### src/rtl/hjbp_pkg.sv
// ----------------------------------------------------------------------------
// hjbp_pkg
// Shared types and constants for the hash-join build/probe engine: field
// widths, hash multiplier, operation and status codes, and the command and
// status groups between the controller and the datapath.
// ----------------------------------------------------------------------------
package hjbp_pkg;

   localparam int BUCKET_BITS_DEFAULT = 10;
   localparam int KEY_BITS_DEFAULT    = 32;

   localparam int KEY_W   = 32;
   localparam int COUNT_W = 10;
   localparam int TOTAL_W = 32;
   localparam int CSR_W   = 4;
   localparam int HASH_W  = 32;

   localparam logic [CSR_W-1:0]   CSR_RESET = 4'd10;
   localparam logic [COUNT_W-1:0] COUNT_MAX = '1;
   localparam logic [TOTAL_W-1:0] TOTAL_MAX = '1;

   // 64-bit golden-ratio multiplier, split into 32-bit halves
   localparam logic [HASH_W-1:0] HASH_MULT_LO = 32'h7F4A_7C15;
   localparam logic [HASH_W-1:0] HASH_MULT_HI = 32'h9E37_79B9;

   localparam logic OP_INSERT = 1'b0;
   localparam logic OP_PROBE  = 1'b1;

   localparam logic STATUS_DONE    = 1'b0;
   localparam logic STATUS_DROPPED = 1'b1;

   typedef struct packed {
      logic clear;         // write one zero into the bucket-head store
      logic accept;        // capture a new transaction
      logic hash;          // finish the hash
      logic head_rd;       // read the bucket head
      logic link;          // insert, or start the chain walk
      logic rd_en;         // read key and link of one chain entry
      logic rd_from_link;  // address the read by the previous link
      logic walk;          // compare one chain entry
      logic load_out;      // load the result register
   } cmd_type;

   typedef struct packed {
      logic probe;
      logic head_empty;
      logic link_end;
      logic clr_last;
   } sts_type;

endpackage

### src/rtl/hjbp_ctrl.sv
// ----------------------------------------------------------------------------
// hjbp_ctrl
// Controller: sequences the head-store clearing pass, the hash, the head
// read, the insert or chain walk, and the handoff to the result register.
// ----------------------------------------------------------------------------
module hjbp_ctrl (
   input  logic              clock,
   input  logic              reset,
   input  logic              req_valid,
   output logic              req_ready,
   output logic              rsp_valid,
   input  logic              rsp_ready,
   input  hjbp_pkg::sts_type sts,
   output hjbp_pkg::cmd_type cmd
);

   typedef enum logic [6:0] {
      ST_CLEAR = 7'b0000001,
      ST_IDLE  = 7'b0000010,
      ST_HASH  = 7'b0000100,
      ST_HEAD  = 7'b0001000,
      ST_LINK  = 7'b0010000,
      ST_WALK  = 7'b0100000,
      ST_DONE  = 7'b1000000
   } state_type;

   state_type state_ff, state_in;
   logic      rsp_valid_ff, rsp_valid_in;
   logic      slot_free;

   assign slot_free = !rsp_valid_ff || rsp_ready;

   always_comb begin
      state_in     = state_ff;
      cmd          = '0;
      req_ready    = 1'b0;
      rsp_valid_in = rsp_valid_ff && !rsp_ready;
      case (state_ff)
         ST_CLEAR: begin
            cmd.clear = 1'b1;
            if (sts.clr_last) begin
               state_in = ST_IDLE;
            end
         end
         ST_IDLE: begin
            req_ready = 1'b1;
            if (req_valid) begin
               cmd.accept = 1'b1;
               state_in   = ST_HASH;
            end
         end
         ST_HASH: begin
            cmd.hash = 1'b1;
            state_in = ST_HEAD;
         end
         ST_HEAD: begin
            cmd.head_rd = 1'b1;
            state_in    = ST_LINK;
         end
         ST_LINK: begin
            cmd.link = 1'b1;
            if (sts.probe && !sts.head_empty) begin
               cmd.rd_en = 1'b1;
               state_in  = ST_WALK;
            end else begin
               state_in = ST_DONE;
            end
         end
         ST_WALK: begin
            cmd.walk = 1'b1;
            if (!sts.link_end) begin
               // follow the link read in the previous cycle
               cmd.rd_en        = 1'b1;
               cmd.rd_from_link = 1'b1;
            end else begin
               state_in = ST_DONE;
            end
         end
         ST_DONE: begin
            if (slot_free) begin
               cmd.load_out = 1'b1;
               rsp_valid_in = 1'b1;
               state_in     = ST_IDLE;
            end
         end
         default: begin
            state_in = ST_IDLE;
         end
      endcase
   end

   always_ff @(posedge clock) begin
      if (reset) begin
         state_ff     <= ST_CLEAR;
         rsp_valid_ff <= 1'b0;
      end else begin
         state_ff     <= state_in;
         rsp_valid_ff <= rsp_valid_in;
      end
   end

   assign rsp_valid = rsp_valid_ff;

endmodule

### config.mk
export PLATFORM = sky130hd
export DESIGN_NAME = hjbp_ctrl
export DESIGN_NICKNAME = d
export VERILOG_FILES = /design/src/rtl/hjbp_pkg.sv /design/src/rtl/hjbp_ctrl.sv
export SDC_FILE = /design/constraint.sdc
export NUM_CORES = 1
export LEC_CHECK = 0
export BUFFER_PORTS_ARGS = -buffer_cell sky130_fd_sc_hd__buf_4
export CORE_UTILIZATION = 35
export CTS_BUF_LIST = sky130_fd_sc_hd__clkbuf_8 sky130_fd_sc_hd__clkbuf_16
export DETAILED_ROUTE_END_ITERATION = 8
export PLACE_DENSITY = 0.68
export SLEW_MARGIN = 0
export SYNTH_ARGS = -nofsm -noshare
export SYNTH_HDL_FRONTEND = slang
export SYNTH_SLANG_ARGS = --single-unit
### constraint.sdc
create_clock -name clock -period 1.4 [get_ports clock]
set_input_delay 0.14 -clock clock [delete_from_list [all_inputs] [get_ports clock]]
set_output_delay 0.14 -clock clock [all_outputs]
set_load 0.01 [all_outputs]
[Word-level counts from Yosys, hierarchy flattened]
Cells that the tools add are included.
Storage, ports and cells
  register bits: 8
Operators by class
  equality and inequality tests: 11
  mux-type cells: 21
  reduce and logical (&&, ||, !) cells: 7
Operators with widths (count)
  one-hot mux 7 bit (7 select lines): 1
  two-way mux 7 bit: 5
  two-way mux 1 bit: 12
  != test 2 bit, second input constant: 4
  equality test 7 x 1 -> 1 bit, second input constant: 1
  equality test 7 x 2 -> 1 bit, second input constant: 1
  equality test 7 x 3 -> 1 bit, second input constant: 1
  equality test 7 x 4 -> 1 bit, second input constant: 1
  equality test 7 x 5 -> 1 bit, second input constant: 1
  equality test 7 x 6 -> 1 bit, second input constant: 1
  equality test 7 bit, second input constant: 1
  two-way mux 2 bit: 2
  AND reduction 4 bit: 1
  zero test 1 bit: 3
  logical AND 1 bit: 2
  one-hot mux 1 bit (2 select lines): 1
  logical OR 1 bit: 1

[Logic depth before layout (Yosys ltp)]
  depth after elaboration: 4
  gate-level depth with buffers: 5
  depth with buffers taken out: 4

[Worst setup path before layout]
No wires, ideal clock.
  path kind: flip-flop to output port
  start point: register state_ff[2]
  end point: output port cmd[0] in the netlist's numbering
  cell stages (with the launch flop): 4
  path buffers: 0
  arrival: 1.404 ns
  setup slack: -0.144 ns
  path through: dfxtp_1 -> or3_4 -> or4_1 -> nor2b_1
RTL lines
  from (decl): line hjbp_ctrl.sv:27  | state_type state_ff, state_in;
  from (signal assigned): line hjbp_ctrl.sv:97  | state_ff <= state_in;
  to (decl): line hjbp_ctrl.sv:14  | output hjbp_pkg::cmd_type cmd

==> flow_summary.ini <==
[yosys]
yosysTopAreaCell = dfxtp_1
syn_nets = 74
synthFlopType = dfxtp_1
synth-seq-cells = 8
avgSynthCellArea_sq_um = 8.59
synth_edf_count = 0
synth_seq_area_share_pct = 28.3
yosys_warnings = 0
syn_inst = 66
ys_async_sr_fraction_pct = 0
synth_area_sq_um = 567
yosysUniqueCellTypes = 34
synth_area_leaders = dfxtp_1 28%, nor3b_1 11%, nand2b_1 4.4%
yosys-top-cells-count = 8 x dfxtp_1, 8 x nor3b_1, 4 x nand2b_1
yosysTopAreaCellShare_pct = 28.3

[hold_path]
whs_path_depth = 2
hold_class = in -> reg
holdCritStartpoint = reset
holdPathEnd = rsp_valid

[placed_design]
placed_area_sq_um = 836
dpl.hpwl_um = 1140
post-place-ws_ns = -0.137
post-place-cells = 112
gp_congestion = 0.857
portBuffers = 18

[clock_network]
cts_root_buffer = clkbuf_8
hold_buffers = 0
clkLatencyLatePin_ns = 0.23
htreeDepth = 1
cts_made_buffers = 3
cts_tree = done
cts.sinks = 8
cts_buffer_depth = 2
clkTransAtPathRegs_ns = 0.04

[routing]
wl_per_cell_um = 14.4
drt_wl_total_um = 1820
vias = 659
viasPerCell = 5.23
drcViolationCount = 0
drt_iter0_drc = 11
drtPass1Iterations = 4
antenna_left = 0

[sta]
setup_ws_ns = -0.366
slew_violations = 0
timing.final.crit_period_ns = 1.77
relSlewSlack_pct = 79.9
setup_violations = 16
fin_skew_ns = 0.00320
timing.fmax_mhz = 566
worst_slew_pin_slew_ns = 0.301
rsz0062_at_grt = yes
hold_ws_ns = 0.158
period_share_pct = 126
hold_viol = 0

[setup_path]
cp.arrival_ns = 1.63
crit_type = reg -> out
critPathMaxFanout = 3
reg2regPathDepth = 7
crit_required_ns = 1.26
r2r_start = state_ff[2]
r2r_end = state_ff[1]
start_kind = register
ff2ff_setup_slack_ns = -0.15
end_kind = output port

[status]
violations = setup timing
status = finished with violations

[floorplan]
dieArea_sq_um = 1780
rows = 14
initial_core_util_pct = 37.6
io_pins = 19
core-area_sq_um = 1510
die_h_um = 42.2
die_x_um = 42.2

[grt]
grt_overflow = 0
top_usage_layer = met2
globalRouteMet1Util_pct = 23.3
grt_pass1_wl_um = 2750
grt_pass1_vias = 618
antenna_found_initial = 0
track_usage_pct = 22.1
met3_usage_pct = 6.47
grt_max_degree = 9
use_met2_pct = 36.6

[power_and_ir_drop]
total_power_mw = 0.739
peakVddDrop_mv = 0.415
powerDensity_nw_per_um2 = 700
leakage_nw = 0.465

[final_layout]
multiInputGateArea_sq_um = 450
area_delta_synth_final_pct = 86.3
instances_no_fill = 126
diodes = 0
finalInstanceArea_sq_um = 1060
nFillCells = 114
nets = 120
seqCellArea_sq_um = 165
drive_gt1_share_pct = 66.4

[job]
cap_viol_max_count = 0
worst max-delay path: stages, from the launching register on:
cell and delay, ns:
dfxtp_2 0.31, or3_4 0.41, or4_4 0.45, nor2b_4 0.12, buf_6 0.10
state kept, by name, indices dropped and copies added (netlist names):
register,count
state_ff,7
rsp_valid,1
area by class of cell:
class | count | area share (%)
well taps | 16 | 1.90
repair buffers | 45 | 34.8
clock buffers | 3 | 3.91
multi-input cells | 51 | 42.7
flip-flops and latches | 8 | 15.6
inverters | 3 | 1.07
power breakdown:
| part | internal (mW) | switching [mW] | leakage (nW) |
|---|---|---|---|
| Combinational | 0.119 | 0.0917 | 0.376 |
| Clock | 0.187 | 0.0961 | 0.0216 |
| Sequential | 0.237 | 0.00872 | 0.0672 |
| Total | 0.543 | 0.197 | 0.465 |
what timing repair did:
item | in CTS | in global routing
setup endpoints to repair | 16 | 17
resized for setup | 21 | 4
setup buffers | 8 | 3
pin swaps | 9 | 3
how the worst max path moves through the flow:
stage | slack [ns] | cells past startpoint | startpoint | endpoint
final | -0.37 | 4 | state_ff[2] | cmd[0]
after global routing | -0.41 | 4 | state_ff[3] | cmd[0]
after CTS | -0.37 | 4 | state_ff[2] | cmd[0]
after detailed placement | -0.14 | 4 | state_ff[2] | cmd[0]
after global placement | -0.11 | 4 | state_ff[2] | cmd[0]
after floorplan | -0.05 | 5 | state_ff[0] | state_ff[5]
cells by family (layout without fill, tap and decap cells):
family / Yosys count / after routing / share of synthesized area, %
AOI/OAI and AO/OA: 12 / 12 / 15.5
DFF: 8 / 8 / 28.3
xor gates and xnor gates: 1 / 1 / 1.55
and+or+nand+nor: 38 / 38 / 48.3
buffers and inverters: 7 / 51 / 6.40
metrics by stage:
stage,util (%),TNS [ns]
floorplan,-,-0.192
global placement,55.5,-0.247
detailed placement,55.5,-0.342
finish,70.1,-2.90
global route,70.1,-4.15
CTS,67.7,-2.71
routing by layer:
metal / part of all wire [%] / routed length (um)
met5: 0 / 0
met3: 5.0 / 91
met1: 39 / 710
met2: 52 / 942
met4: 4.0 / 72
cell usage in the layout, fill, tap and decap left out, drive strengths merged, types with 4 or more instances in the layout:
| cell | n |
|---|---|
| nor3b | 8 |
| nand2b | 4 |
| dfxtp | 8 |
| nor3 | 6 |
| buf | 45 |
Power figures use the tool's default switching activity.
